===== src/rtl/core/dwse_pkg.sv =====
// ----------------------------------------------------------------------------
// dwse_pkg: shared types and codes for the deque core
// Transaction field widths, command codes and status codes.
// ----------------------------------------------------------------------------
package dwse_pkg;

   localparam int unsigned WordBits   = 32;
   localparam int unsigned IndexBits  = 8;
   localparam int unsigned CountBits  = 5;
   localparam int unsigned StatusBits = 2;

   typedef logic [2:0]            cmd_type;
   typedef logic [StatusBits-1:0] status_type;
   typedef logic [WordBits-1:0]   word_type;
   typedef logic [IndexBits-1:0]  index_type;
   typedef logic [CountBits-1:0]  count_type;

   localparam cmd_type CMD_PUSH_FRONT = 3'd0;
   localparam cmd_type CMD_PUSH_BACK  = 3'd1;
   localparam cmd_type CMD_POP_FRONT  = 3'd2;
   localparam cmd_type CMD_POP_BACK   = 3'd3;
   localparam cmd_type CMD_READ_AT    = 3'd4;
   localparam cmd_type CMD_REMOVE     = 3'd5;
   localparam cmd_type CMD_CONTAINS   = 3'd6;
   localparam cmd_type CMD_CLEAR      = 3'd7;

   localparam status_type STATUS_OK    = 2'd0;
   localparam status_type STATUS_EMPTY = 2'd1;
   localparam status_type STATUS_FULL  = 2'd2;

endpackage


===== src/rtl/core/dwse_ram.sv =====
// ----------------------------------------------------------------------------
// dwse_ram: generic single-write, single-read RAM
// One write port and one read port per cycle, read data registered.
// ----------------------------------------------------------------------------
module dwse_ram #(
   parameter int unsigned WIDTH = 32,
   parameter int unsigned DEPTH = 16
) (
   input  logic                     clock,
   input  logic                     wr_en,
   input  logic [$clog2(DEPTH)-1:0] wr_addr,
   input  logic [WIDTH-1:0]         wr_data,
   input  logic [$clog2(DEPTH)-1:0] rd_addr,
   output logic [WIDTH-1:0]         rd_data
);

   logic [WIDTH-1:0] mem_ff [DEPTH];
   logic [WIDTH-1:0] rd_data_ff;

   always_ff @(posedge clock) begin
      if (wr_en) begin
         mem_ff[wr_addr] <= wr_data;
      end
      rd_data_ff <= mem_ff[rd_addr];
   end

   assign rd_data = rd_data_ff;

endmodule


===== src/rtl/core/deque_with_search_engine_core.sv =====
// ----------------------------------------------------------------------------
// deque_with_search_engine_core: bounded double-ended queue with key search
// Circular word store with push/pop at both ends, indexed read, membership
// test, remove-first-match with compaction, and clear.
//
//   channel   direction  handshake            payload
//   req       in         req_valid/req_stall  req_cmd, req_value, req_index
//   rsp       out        rsp_valid/rsp_stall  rsp_data_out, rsp_hit,
//                                             rsp_status, rsp_count
//
// One transaction at a time; req_stall is high from accept until the result
// is moved into the output register. Push, clear and full/empty cases go
// straight to the result; pops wait for one RAM read, read-at runs the 8-step
// remainder unit and then one RAM read. Contains and remove are bounded by the
// single RAM read port walking the store. Reset (synchronous) empties the
// store at once; no clearing pass. A stalled result holds in the output
// register while the next transaction is accepted and worked on.
// ----------------------------------------------------------------------------
module deque_with_search_engine_core #(
   parameter int unsigned DEPTH      = 16,
   parameter int unsigned WORD_WIDTH = 32
) (
   input  logic                 clock,
   input  logic                 reset,
   input  logic                 req_valid,
   output logic                 req_stall,
   input  dwse_pkg::cmd_type    req_cmd,
   input  dwse_pkg::word_type   req_value,
   input  dwse_pkg::index_type  req_index,
   output logic                 rsp_valid,
   input  logic                 rsp_stall,
   output dwse_pkg::word_type   rsp_data_out,
   output logic                 rsp_hit,
   output dwse_pkg::status_type rsp_status,
   output dwse_pkg::count_type  rsp_count
);
   import dwse_pkg::*;

   localparam int unsigned AddrW   = $clog2(DEPTH);
   localparam int unsigned CntW    = $clog2(DEPTH + 1);
   localparam int unsigned StoreW  = (WORD_WIDTH < WordBits) ? WORD_WIDTH : WordBits;
   localparam int unsigned BitCntW = $clog2(IndexBits);

   localparam logic [CntW-1:0]    CntFull   = CntW'(DEPTH);
   localparam logic [AddrW-1:0]   AddrLast  = AddrW'(DEPTH - 1);
   localparam logic [AddrW:0]     DepthWide = (AddrW + 1)'(DEPTH);
   localparam logic [BitCntW-1:0] BitLast   = BitCntW'(IndexBits - 1);

   localparam logic [2:0] S_IDLE   = 3'd0;
   localparam logic [2:0] S_MOD    = 3'd1;
   localparam logic [2:0] S_FETCH  = 3'd2;
   localparam logic [2:0] S_RDWAIT = 3'd3;
   localparam logic [2:0] S_SCAN   = 3'd4;
   localparam logic [2:0] S_SHIFT  = 3'd5;
   localparam logic [2:0] S_DONE   = 3'd6;

   function automatic logic [AddrW-1:0] phys_slot(input logic [AddrW-1:0] base,
                                                  input logic [AddrW-1:0] ofs);
      logic [AddrW:0] sum;
      sum = {1'b0, base} + {1'b0, ofs};
      if (sum >= DepthWide) begin
         sum = sum - DepthWide;
      end
      return sum[AddrW-1:0];
   endfunction

   logic [2:0]         state_ff, state_in;
   logic [AddrW-1:0]   head_ff, head_in;
   logic [CntW-1:0]    count_ff, count_in;
   cmd_type            cmd_ff, cmd_in;
   logic [StoreW-1:0]  key_ff, key_in;
   index_type          idx_ff, idx_in;
   logic [CntW-1:0]    rem_ff, rem_in;
   logic [BitCntW-1:0] bit_ff, bit_in;
   logic [CntW-1:0]    k_ff, k_in;
   logic               pend_ff, pend_in;
   logic [AddrW-1:0]   wr_k_ff, wr_k_in;
   logic [StoreW-1:0]  res_data_ff, res_data_in;
   logic               res_hit_ff, res_hit_in;
   status_type         res_status_ff, res_status_in;
   logic               rsp_valid_ff, rsp_valid_in;
   word_type           rsp_data_ff, rsp_data_in;
   logic               rsp_hit_ff, rsp_hit_in;
   status_type         rsp_status_ff, rsp_status_in;
   count_type          rsp_count_ff, rsp_count_in;

   logic               wr_en;
   logic               wr_front;
   logic [AddrW-1:0]   wr_addr;
   logic [AddrW-1:0]   wr_k;
   logic [StoreW-1:0]  wr_data;
   logic [CntW-1:0]    rd_k;
   logic [AddrW-1:0]   rd_addr;
   logic [StoreW-1:0]  rd_data;

   logic [AddrW-1:0]   head_inc;
   logic [AddrW-1:0]   head_dec;
   logic [CntW-1:0]    count_dec;
   logic [CntW-1:0]    k_dec;
   logic               full;
   logic               empty;
   logic [CntW:0]      rem_trial;
   logic [CntW:0]      rem_next;

   assign head_inc  = (head_ff == AddrLast) ? '0 : head_ff + 1'b1;
   assign head_dec  = (head_ff == '0) ? AddrLast : head_ff - 1'b1;
   assign count_dec = count_ff - 1'b1;
   assign k_dec     = k_ff - 1'b1;
   assign full      = (count_ff == CntFull);
   assign empty     = (count_ff == '0);

   // Restoring remainder step for read-at: one index bit per cycle
   assign rem_trial = {rem_ff, idx_ff[IndexBits-1]};
   assign rem_next  = (rem_trial >= {1'b0, count_ff}) ? rem_trial - {1'b0, count_ff}
                                                      : rem_trial;

   assign rd_addr = phys_slot(head_ff, rd_k[AddrW-1:0]);
   assign wr_addr = wr_front ? head_dec : phys_slot(head_ff, wr_k);

   dwse_ram #(
      .WIDTH (StoreW),
      .DEPTH (DEPTH)
   ) u_store (
      .clock   (clock),
      .wr_en   (wr_en),
      .wr_addr (wr_addr),
      .wr_data (wr_data),
      .rd_addr (rd_addr),
      .rd_data (rd_data)
   );

   always_comb begin
      state_in      = state_ff;
      head_in       = head_ff;
      count_in      = count_ff;
      cmd_in        = cmd_ff;
      key_in        = key_ff;
      idx_in        = idx_ff;
      rem_in        = rem_ff;
      bit_in        = bit_ff;
      k_in          = k_ff;
      pend_in       = pend_ff;
      wr_k_in       = wr_k_ff;
      res_data_in   = res_data_ff;
      res_hit_in    = res_hit_ff;
      res_status_in = res_status_ff;
      rsp_valid_in  = rsp_valid_ff && rsp_stall;
      rsp_data_in   = rsp_data_ff;
      rsp_hit_in    = rsp_hit_ff;
      rsp_status_in = rsp_status_ff;
      rsp_count_in  = rsp_count_ff;
      wr_en         = 1'b0;
      wr_front      = 1'b0;
      wr_k          = '0;
      wr_data       = rd_data;
      rd_k          = '0;

      unique case (state_ff)
         S_IDLE: begin
            if (req_valid) begin
               cmd_in        = req_cmd;
               key_in        = req_value[StoreW-1:0];
               idx_in        = req_index;
               rem_in        = '0;
               bit_in        = '0;
               k_in          = '0;
               pend_in       = 1'b0;
               res_data_in   = '0;
               res_hit_in    = 1'b0;
               res_status_in = STATUS_OK;
               state_in      = S_DONE;
               wr_data       = req_value[StoreW-1:0];
               unique case (req_cmd)
                  CMD_PUSH_FRONT: begin
                     if (full) begin
                        res_status_in = STATUS_FULL;
                     end else begin
                        wr_en    = 1'b1;
                        wr_front = 1'b1;
                        head_in  = head_dec;
                        count_in = count_ff + 1'b1;
                     end
                  end
                  CMD_PUSH_BACK: begin
                     if (full) begin
                        res_status_in = STATUS_FULL;
                     end else begin
                        wr_en    = 1'b1;
                        wr_k     = count_ff[AddrW-1:0];
                        count_in = count_ff + 1'b1;
                     end
                  end
                  CMD_POP_FRONT: begin
                     if (empty) begin
                        res_status_in = STATUS_EMPTY;
                     end else begin
                        head_in  = head_inc;
                        count_in = count_dec;
                        state_in = S_RDWAIT;
                     end
                  end
                  CMD_POP_BACK: begin
                     if (empty) begin
                        res_status_in = STATUS_EMPTY;
                     end else begin
                        rd_k     = count_dec;
                        count_in = count_dec;
                        state_in = S_RDWAIT;
                     end
                  end
                  CMD_READ_AT: begin
                     if (empty) begin
                        res_status_in = STATUS_EMPTY;
                     end else begin
                        state_in = S_MOD;
                     end
                  end
                  CMD_REMOVE, CMD_CONTAINS: begin
                     state_in = S_SCAN;
                  end
                  CMD_CLEAR: begin
                     head_in  = '0;
                     count_in = '0;
                  end
                  default: begin
                     state_in = S_DONE;
                  end
               endcase
            end
         end
         S_MOD: begin
            rem_in = rem_next[CntW-1:0];
            idx_in = idx_ff << 1;
            bit_in = bit_ff + 1'b1;
            if (bit_ff == BitLast) begin
               state_in = S_FETCH;
            end
         end
         S_FETCH: begin
            rd_k     = rem_ff;
            state_in = S_RDWAIT;
         end
         S_RDWAIT: begin
            res_data_in = rd_data;
            state_in    = S_DONE;
         end
         S_SCAN: begin
            // Read of entry k_ff issued here; data for k_ff-1 checked here
            rd_k = k_ff;
            if (pend_ff && (rd_data == key_ff)) begin
               res_hit_in = 1'b1;
               pend_in    = 1'b0;
               state_in   = (cmd_ff == CMD_REMOVE) ? S_SHIFT : S_DONE;
            end else if (k_ff < count_ff) begin
               pend_in = 1'b1;
               k_in    = k_ff + 1'b1;
            end else begin
               pend_in  = 1'b0;
               state_in = S_DONE;
            end
         end
         S_SHIFT: begin
            // Move entry j+1 into j, one per cycle, read and write overlapped
            rd_k    = k_ff;
            wr_k    = wr_k_ff;
            wr_en   = pend_ff;
            wr_data = rd_data;
            if (k_ff < count_ff) begin
               pend_in = 1'b1;
               wr_k_in = k_dec[AddrW-1:0];
               k_in    = k_ff + 1'b1;
            end else begin
               pend_in = 1'b0;
               if (!pend_ff) begin
                  count_in = count_dec;
                  state_in = S_DONE;
               end
            end
         end
         S_DONE: begin
            if (!rsp_valid_ff || !rsp_stall) begin
               rsp_valid_in  = 1'b1;
               rsp_data_in   = WordBits'(res_data_ff);
               rsp_hit_in    = res_hit_ff;
               rsp_status_in = res_status_ff;
               rsp_count_in  = CountBits'(count_ff);
               state_in      = S_IDLE;
            end
         end
         default: begin
            state_in = S_IDLE;
         end
      endcase
   end

   always_ff @(posedge clock) begin
      if (reset) begin
         state_ff     <= S_IDLE;
         head_ff      <= '0;
         count_ff     <= '0;
         pend_ff      <= 1'b0;
         rsp_valid_ff <= 1'b0;
      end else begin
         state_ff     <= state_in;
         head_ff      <= head_in;
         count_ff     <= count_in;
         pend_ff      <= pend_in;
         rsp_valid_ff <= rsp_valid_in;
      end
      cmd_ff        <= cmd_in;
      key_ff        <= key_in;
      idx_ff        <= idx_in;
      rem_ff        <= rem_in;
      bit_ff        <= bit_in;
      k_ff          <= k_in;
      wr_k_ff       <= wr_k_in;
      res_data_ff   <= res_data_in;
      res_hit_ff    <= res_hit_in;
      res_status_ff <= res_status_in;
      rsp_data_ff   <= rsp_data_in;
      rsp_hit_ff    <= rsp_hit_in;
      rsp_status_ff <= rsp_status_in;
      rsp_count_ff  <= rsp_count_in;
   end

   assign req_stall    = (state_ff != S_IDLE);
   assign rsp_valid    = rsp_valid_ff;
   assign rsp_data_out = rsp_data_ff;
   assign rsp_hit      = rsp_hit_ff;
   assign rsp_status   = rsp_status_ff;
   assign rsp_count    = rsp_count_ff;

   a_count_bound: assert property (@(posedge clock) disable iff (reset)
      count_ff <= CntFull)
      else $error("entry count beyond depth");

   a_write_states: assert property (@(posedge clock) disable iff (reset)
      wr_en |-> (state_ff == S_IDLE || state_ff == S_SHIFT))
      else $error("store written outside push or compaction");

   a_accept_busy: assert property (@(posedge clock) disable iff (reset)
      (req_valid && !req_stall) |=> (state_ff != S_IDLE))
      else $error("accepted transaction left no work");

   a_shift_count: assert property (@(posedge clock) disable iff (reset)
      (state_ff == S_SHIFT) |=> (count_ff == $past(count_ff) || state_ff == S_DONE))
      else $error("count changed during compaction");

endmodule

===== config.mk =====
export PLATFORM = sky130hd
export DESIGN_NAME = deque_with_search_engine_core
export DESIGN_NICKNAME = d
export VERILOG_FILES = /design/src/rtl/core/dwse_pkg.sv /design/src/rtl/core/dwse_ram.sv /design/src/rtl/core/deque_with_search_engine_core.sv
export SDC_FILE = /design/constraint.sdc
export NUM_CORES = 1
export LEC_CHECK = 0
export ABC_AREA = 1
export ABC_CLOCK_PERIOD_IN_PS = 4450
export BUFFER_PORTS_ARGS = -buffer_cell sky130_fd_sc_hd__clkbuf_2
export CORE_MARGIN = 3
export CORE_UTILIZATION = 50
export CTS_CLUSTER_SIZE = 40
export DETAILED_ROUTE_END_ITERATION = 7
export PLACE_DENSITY = 0.69
export REMOVE_ABC_BUFFERS = 1
export SLEW_MARGIN = 20
export SYNTH_ARGS = -nofsm -noshare
export SYNTH_HDL_FRONTEND = slang
export SYNTH_SLANG_ARGS = --single-unit

===== constraint.sdc =====
create_clock -name clock -period 4.45 [get_ports clock]
set_input_delay 1.1125 -clock clock [delete_from_list [all_inputs] [get_ports clock]]
set_output_delay 1.1125 -clock clock [all_outputs]
set_load 0.05 [all_outputs]

## Word-level counts from Yosys, hierarchy flattened

Memories as Yosys holds them, arrays and structs flattened. A register that Yosys moved wholly into a read port is not among the register bits.
Index checks and enable logic that the tools add are counted.

| operators by class | value |
|---|---|
| $add $sub $neg | 12 |
| order comparisons | 4 |
| equal/unequal tests | 31 |
| multiplexer cells | 69 |
| reductions and logical operators | 32 |

Operators with widths:

| cell | number |
|---|---|
| 2-to-1 mux 32 bit | 3 |
| one-hot mux 32 bit (2 select lines) | 1 |
| 2-to-1 mux 4 bit | 13 |
| 2-to-1 mux 5 bit | 9 |
| equality test 32 bit | 1 |
| 2-to-1 mux 3 bit | 10 |
| one-hot mux 5 bit (3 select lines) | 2 |
| equality test 3 bit, second input constant | 9 |
| one-hot mux 4 bit (3 select lines) | 2 |
| one-hot mux 3 bit (7 select lines) | 1 |
| one-hot mux 5 bit (2 select lines) | 2 |
| inequality test 2 bit, second input constant | 9 |
| one-hot mux 8 bit (2 select lines) | 1 |
| subtractor 4 x 1 -> 4 bit, second input constant | 4 |
| 2-to-1 mux 1 bit | 15 |
| equality test 3 x 2 -> 1 bit, second input constant | 4 |
| AND reduction 2 bit | 6 |
| adder 4 x 4 -> 5 bit | 2 |
| adder 5 x 1 -> 5 bit, second input constant | 2 |
| >= comparator 5 bit, second input constant | 2 |
| inequality test 3 bit, second input constant | 3 |
| one-hot mux 3 bit (3 select lines) | 1 |
| nonzero test 3 bit | 3 |
| 2-to-1 mux 8 bit | 1 |
| 29 further kinds | 42 |

| word-level totals | value |
|---|---|
| register bits after elaboration | 149 |
| RAM bits | 512 |
| memories | 1 |

Memories:

| memory | words | bits a word | read ports | clocked after memory_dff | write ports | RTL line | source |
|---|---|---|---|---|---|---|---|
| u_store.mem_ff | 16 | 32 | 1 | 1 | 1 | dwse_ram.sv:17 | `logic [WIDTH-1:0] mem_ff [DEPTH];` |

## Longest topological paths before layout

| logic depth | value |
|---|---|
| depth after elaboration | 9 |
| gate-level depth with buffers | 16 |

## By module

Synthesis repeated with hierarchy kept, for this count alone.

| unflattened totals | value |
|---|---|
| cell total of the unflattened synthesis | 2907 |
| area total of the unflattened synthesis | 30305.3 um2 |

By module, submodules not included:

| module | instances | cells each | area each (um2) |
|---|---|---|---|
| dwse_ram | 1 | 2120 | 22730.6 |
| deque_with_search_engine_core | 1 | 787 | 7574.8 |

## Least setup slack after synthesis

OpenSTA, ideal clock, no wires.

| timing | value |
|---|---|
| path type | input to register |
| start point | input port req_valid |
| end point | memory u_store.mem_ff[10][0] (enable) |
| setup time | 0.421 ns |
| arrival time | 4.163 ns |
| path slack | -0.134 ns |
| stages | 15 |
| cell sequence | inv_1 nor2_8 nand2_1 inv_1 nand2_1 o21ai_0 ha_1 nand3_1 nand2_1 xor2_1 xnor2_1 nand2_2 nand2_2 nand2_2 nor2_1 |

| between the ends | value |
|---|---|
| cells in the longest elaborated chain, start to end | 6 |

RTL lines:

| item | RTL line | source |
|---|---|---|
| start, declared | deque_with_search_engine_core.sv:25 | `input logic req_valid,` |
| 2-to-1 mux 4 bit | deque_with_search_engine_core.sv:160 | `if (req_valid) begin` |
| one-hot mux 4 bit (2 select lines) | deque_with_search_engine_core.sv:158 | `unique case (state_ff)` |
| adder 4 x 4 -> 5 bit | deque_with_search_engine_core.sv:60 | `sum = {1'b0, base} + {1'b0, ofs};` |
| subtractor 4 x 1 -> 4 bit or >= comparator 5 bit (tied branches) | deque_with_search_engine_core.sv:62, deque_with_search_engine_core.sv:61 |  |
| 2-to-1 mux 4 bit | deque_with_search_engine_core.sv:61 | `if (sum >= DepthWide) begin` |
| 2-to-1 mux 4 bit | deque_with_search_engine_core.sv:118 | `assign wr_addr = wr_front ? head_dec : phys_slot(head_ff, wr_k);` |
| end, declared | dwse_ram.sv:17 |  |

Several ways; a longest one is shown, not always the timed one.

## Final worst setup path

| timing | value |
|---|---|
| start point | register count_ff[0] |
| end point | memory u_store.mem_ff[0][20] (enable) |

| between the ends | value |
|---|---|
| cells in the longest elaborated chain, start to end | 9 |

RTL lines:

| item | RTL line | source |
|---|---|---|
| start, declared | deque_with_search_engine_core.sv:69 | `logic [CntW-1:0] count_ff, count_in;` |
| start signal, assigned | deque_with_search_engine_core.sv:306 | `count_ff <= count_in;` |
| equality test 5 bit | deque_with_search_engine_core.sv:109 | `assign full = (count_ff == CntFull);` |
| 2-to-1 mux 4 bit | deque_with_search_engine_core.sv:185 | `if (full) begin` |
| 2-to-1 mux 4 bit | deque_with_search_engine_core.sv:173 | `unique case (req_cmd)` |
| 2-to-1 mux 4 bit | deque_with_search_engine_core.sv:160 |  |
| one-hot mux 4 bit (2 select lines) | deque_with_search_engine_core.sv:158 |  |
| adder 4 x 4 -> 5 bit | deque_with_search_engine_core.sv:60 |  |
| subtractor 4 x 1 -> 4 bit or >= comparator 5 bit (tied branches) | deque_with_search_engine_core.sv:62, deque_with_search_engine_core.sv:61 |  |
| 2-to-1 mux 4 bit | deque_with_search_engine_core.sv:61 |  |
| 2-to-1 mux 4 bit | deque_with_search_engine_core.sv:118 |  |

Several ways; a longest one is shown, not always the timed one.

==> results.md <==
Hold path:
- The endpoint of the worst hold-timing path is rsp_data_out[4].
- The path class of the tightest hold or removal check is reg2reg.
- The worst hold path startpoint is res_data_ff[4].
- The worst hold path passes through 0 cells.

Clocking:
- The clock latency on the worst-skew pair is 0.60 ns.
- The clock buffer count from CTS is between 70 and 80.
- The clock slew at the register clock pins of the worst setup and hold paths is approximately 0.060 ns.
- The CTS tree is built.
- The number of setup buffers added after CTS is 0.
- Post-CTS repair changed the size of 0 cells.
- The root buffer cell is sky130_fd_sc_hd__clkbuf_16.
- The clock sink count is around 690.
- The longest clock path from root to sink contains 3 buffers.
- The number of hold buffers added after CTS is 0.
- The H-tree depth is 3.

Power:
- The total design power is around 24 mW.
- The analysis attributes to cell leakage a power of roughly 11 nW.
- The maximum ir drop on the vdd rail is 0.637 mV.
- The total power divided by cell area is around 750 nW/um^2.

Routing:
- After detailed routing, the number of vias per cell comes to approximately 5.8.
- After detailed routing, the average wire length per cell comes to 22.0 um.
- The total iterations of the first detailed-routing run is 6.
- In the final routing, the length of wire on met1 measures 29000 um.
- The final layout contains routed wiring with a total length of ~70000 um.
- The sum of met3 wire segment lengths after detailed routing is ~5500 um.
- The number of nets with antenna violations after routing is 0.
- The detailed-route via count is around 18k.
- The detailed router's first-iteration violation count is around 2.1k.
- The highest metal layer carrying signal wires in the routed design is met4.
- In the routed design, unresolved DRC markers number 0.
- Detailed routing placed a total of 32500 um of wire on met2.

Yosys:
- The dominant cell by count in the synthesized netlist is sky130_fd_sc_hd__edfxtp_1.
- Yosys attributes the largest share of cell area to sky130_fd_sc_hd__edfxtp_1, sky130_fd_sc_hd__o21ai_0, sky130_fd_sc_hd__nor2_1.
- The mapped netlist covers ~28000 sq um.
- After synthesis, the most frequently instantiated cells are sky130_fd_sc_hd__edfxtp_1, sky130_fd_sc_hd__nor2_1, sky130_fd_sc_hd__o21ai_0, sky130_fd_sc_hd__nand2_1, sky130_fd_sc_hd__o221ai_1.
- Yosys printed 0 warnings.
- The most instantiated flip-flop cell in the synthesis netlist is sky130_fd_sc_hd__edfxtp_1.
- The number of distinct library cells after synthesis is 50.
- In this run, synthesis inferred roughly 650 flip-flops with an integrated enable.
- The synthesized area divided by synthesized cell count is approximately 13 sq um.
- The share of synthesized area in the top cell type comes to 0.689.
- Counting every instance in the synthesized netlist gives 2236.
- The share of the Yosys chip area taken by registers is 0.722.
- The biggest area contributor in the post-synthesis netlist is sky130_fd_sc_hd__edfxtp_1.
- In this run, synthesis produced a sequential element count of approximately 690.
- The share of synthesized flip-flops with an asynchronous set or reset is 0.

Layout:
- The repair_antennas step left the layout with diodes totalling 0.
- The share of final-layout standard cells stronger than drive strength 1 is 0.149.
- At the end of the flow, the number of nets in the layout was approximately 2.4k.
- After the flow finishes, the layout carries non-filler instances totaling between 3k and 4k.
- The growth of design area from synthesis to finish is 14.9%.

Global route:
- The number of global-route vias before repair is between 15k and 20k.
- Entering global routing, the biggest net connects roughly 190 pins.
- Summed over all layers, the global routing overflow is 0.
- Across every metal layer, demand over resource in global routing totals 0.232.
- The number of antenna violations at the first check in global routing came to 0.
- The first global-routing pass estimated between 100000 and 150000 um of wire.

STA:
- Hold is met by roughly 0.41 ns.
- The final hold violation count is 0.
- The timing-limited maximum frequency is 0.260 GHz.
- In this run the tightest slew margin relative to its limit is 0.428.
- In the finished design, the share of the clock period the worst path needs comes to 0.865.
- Once routing completed, OpenROAD measured the worst setup slack at 0.601 ns.
- Across the routed clock network, the largest skew measured is approximately 0.024 ns.
- For the finished layout, the period the worst path requires is 3.85 ns.
- The count of endpoints failing setup in the final report is 0.
- Setup repair after global routing left no endpoint under its margin.
- The slew at the pin closest to its max-slew limit is around 0.86 ns.
- The final-report max-slew violation count is 0.
- Summed over all failing endpoints, the final setup total negative slack is 0 ns.

Setup path:
- The length in cells of the worst reg-to-reg path is 14.
- For the worst setup path, the data arrival time is between 4 and 5 ns.
- The worst setup path is launched from a flip-flop.
- The kind of end point of the critical path is a flip-flop.
- The data required time of the critical path is about 4.7 ns.
- The beginning of the worst register-to-register path is count_ff[0].
- The critical setup path kind is reg2reg.
- The top fanout value on the critical path is 18.
- The register-to-register path setup slack is 0.60 ns.
- The terminus of the critical flop-to-flop path is u_store.mem_ff[0][20].

Placement:
- The port buffer count is 88.
- Summed over all nets, the half-perimeter wirelength after detailed placement is 41800 um.
- The worst-case setup slack after placement is around 0.25 ns.
- The number of placed instances with taps included is 3040.
- The global placement routability congestion is 0.864.

Floorplan:
- The I/O pin total is 89.
- The core region is roughly 55000 sq um.
- The initial utilization of the core area, before any placement, comes to 0.509.
- The die is about 240 um tall.
- The floorplan has 86 rows.
- The die outline area is a little under 60000 sq um.
- The die outline width is 243 um.

Run status:
- The flow ran to the end, and the final reports show no timing, DRC or antenna violations.

Run:
- The tool flagged a number of max-cap violations equal to 0.
## metrics by stage
stage | util | cell area (sq um)
after floorplan | - | 27700
after global placement | 0.543 | 30100
after detailed placement | 0.543 | 30100
after CTS | 0.584 | 32400
after global routing | 0.584 | 32400
final | 0.584 | 32400
## layer usage
| layer | vias to the layer above | GRT usage |
|---|---|---|
| li1 | 8405 | - |
| met2 | 850 | 0.368 |
| met3 | 158 | 0.0376 |
| met1 | 9070 | 0.320 |
| met4 | 0 | 0.104 |
| met5 | - | 0 |
## layout make-up
class                   count  area (sq um)
flip-flops and latches    693         20300
repair buffers            174          1290
inverters                 124           475
multi-input cells        1301          7020
clock buffers              93          1930
clock inverters            35           379
well taps                 748           936
fillers                  4298         23000
## registers in the layout (all words and copies together), names as in the netlist, 8 cells and up
signal           count
u_store.rd_data     32
res_data_ff         32
rsp_data_out        32
key_ff              32
u_store.mem_ff     512
idx_ff               8
## where the power goes
part | total [mW] | switching (mW) | internal [mW]
clock network | 5.88 | 2.40 | 3.48
logic | 9.33 | 6.60 | 2.72
registers | 9.12 | 0.344 | 8.78
total | 24.3 | 9.34 | 15.0
## critical path, cell delays in order (launching register included)
cell,delay [ns]
sky130_fd_sc_hd__dfxtp_1,0.52
sky130_fd_sc_hd__inv_1,0.18
sky130_fd_sc_hd__ha_1,0.26
sky130_fd_sc_hd__nand3_1,0.15
sky130_fd_sc_hd__nand2_1,0.09
sky130_fd_sc_hd__inv_1,0.10
sky130_fd_sc_hd__nand2_1,0.07
sky130_fd_sc_hd__o21ai_0,0.22
sky130_fd_sc_hd__ha_1,0.23
sky130_fd_sc_hd__fa_1,0.41
sky130_fd_sc_hd__or2_1,0.23
sky130_fd_sc_hd__nand2_1,0.12
sky130_fd_sc_hd__nand3_1,0.34
sky130_fd_sc_hd__nor2_4,0.22
sky130_fd_sc_hd__buf_4,0.33
## logic make-up (layout without fill, tap and decap cells)
family / Yosys count / after routing / synth area share
AND/OR/NAND/NOR: 714 / 714 / 0.104
adder cells (fa/ha/maj): 28 / 28 / 0.0132
flip-flops: 693 / 693 / 0.722
XOR/XNOR: 20 / 20 / 0.00688
buffers and inverters: 242 / 426 / 0.0343
AO/OA/AOI/OAI: 539 / 539 / 0.119
## how the worst max path moves through the flow
stage	start	end	slack [ns]	depth (start not counted)
final	count_ff[0]	u_store.mem_ff[0][20]	0.60	14
after floorplan	req_valid	u_store.rd_data[10]	-7.46	10
after global routing	count_ff[0]	u_store.mem_ff[8][11]	0.33	14
after detailed placement	req_valid	u_store.mem_ff[0][20]	0.25	14
after global placement	req_valid	u_store.mem_ff[0][13]	0.31	14
after CTS	count_ff[0]	u_store.mem_ff[0][6]	0.58	14
## cell usage in the layout, fill, tap and decap left out, types with 3 or more instances in the layout
master and n:
sky130_fd_sc_hd__nand4_1 10, sky130_fd_sc_hd__edfxtp_1 647, sky130_fd_sc_hd__ha_1 24, sky130_fd_sc_hd__nand3_2 3, sky130_fd_sc_hd__clkbuf_8 3, sky130_fd_sc_hd__clkbuf_16 73
sky130_fd_sc_hd__clkinv_1 12, sky130_fd_sc_hd__a31oi_1 3, sky130_fd_sc_hd__o22ai_1 5, sky130_fd_sc_hd__o221ai_1 128, sky130_fd_sc_hd__o21ai_2 30, sky130_fd_sc_hd__buf_12 16
sky130_fd_sc_hd__nor2_4 18, sky130_fd_sc_hd__xor2_1 10, sky130_fd_sc_hd__inv_1 112, sky130_fd_sc_hd__o211ai_1 3, sky130_fd_sc_hd__a21oi_1 29, sky130_fd_sc_hd__nand3_1 53
sky130_fd_sc_hd__dfxtp_1 46, sky130_fd_sc_hd__inv_2 7, sky130_fd_sc_hd__xnor2_1 8, sky130_fd_sc_hd__nand2_2 8, sky130_fd_sc_hd__o21ai_0 318, sky130_fd_sc_hd__nor3_1 6
sky130_fd_sc_hd__nand2_1 246, sky130_fd_sc_hd__a22oi_1 3, sky130_fd_sc_hd__bufinv_16 7, sky130_fd_sc_hd__clkbuf_2 88, sky130_fd_sc_hd__buf_4 70, sky130_fd_sc_hd__o21ai_1 13
sky130_fd_sc_hd__clkbuf_1 17, sky130_fd_sc_hd__clkinv_2 10, sky130_fd_sc_hd__nor2_1 354, sky130_fd_sc_hd__clkinvlp_4 3
No activity file was read; power rests on OpenSTA's default activity.
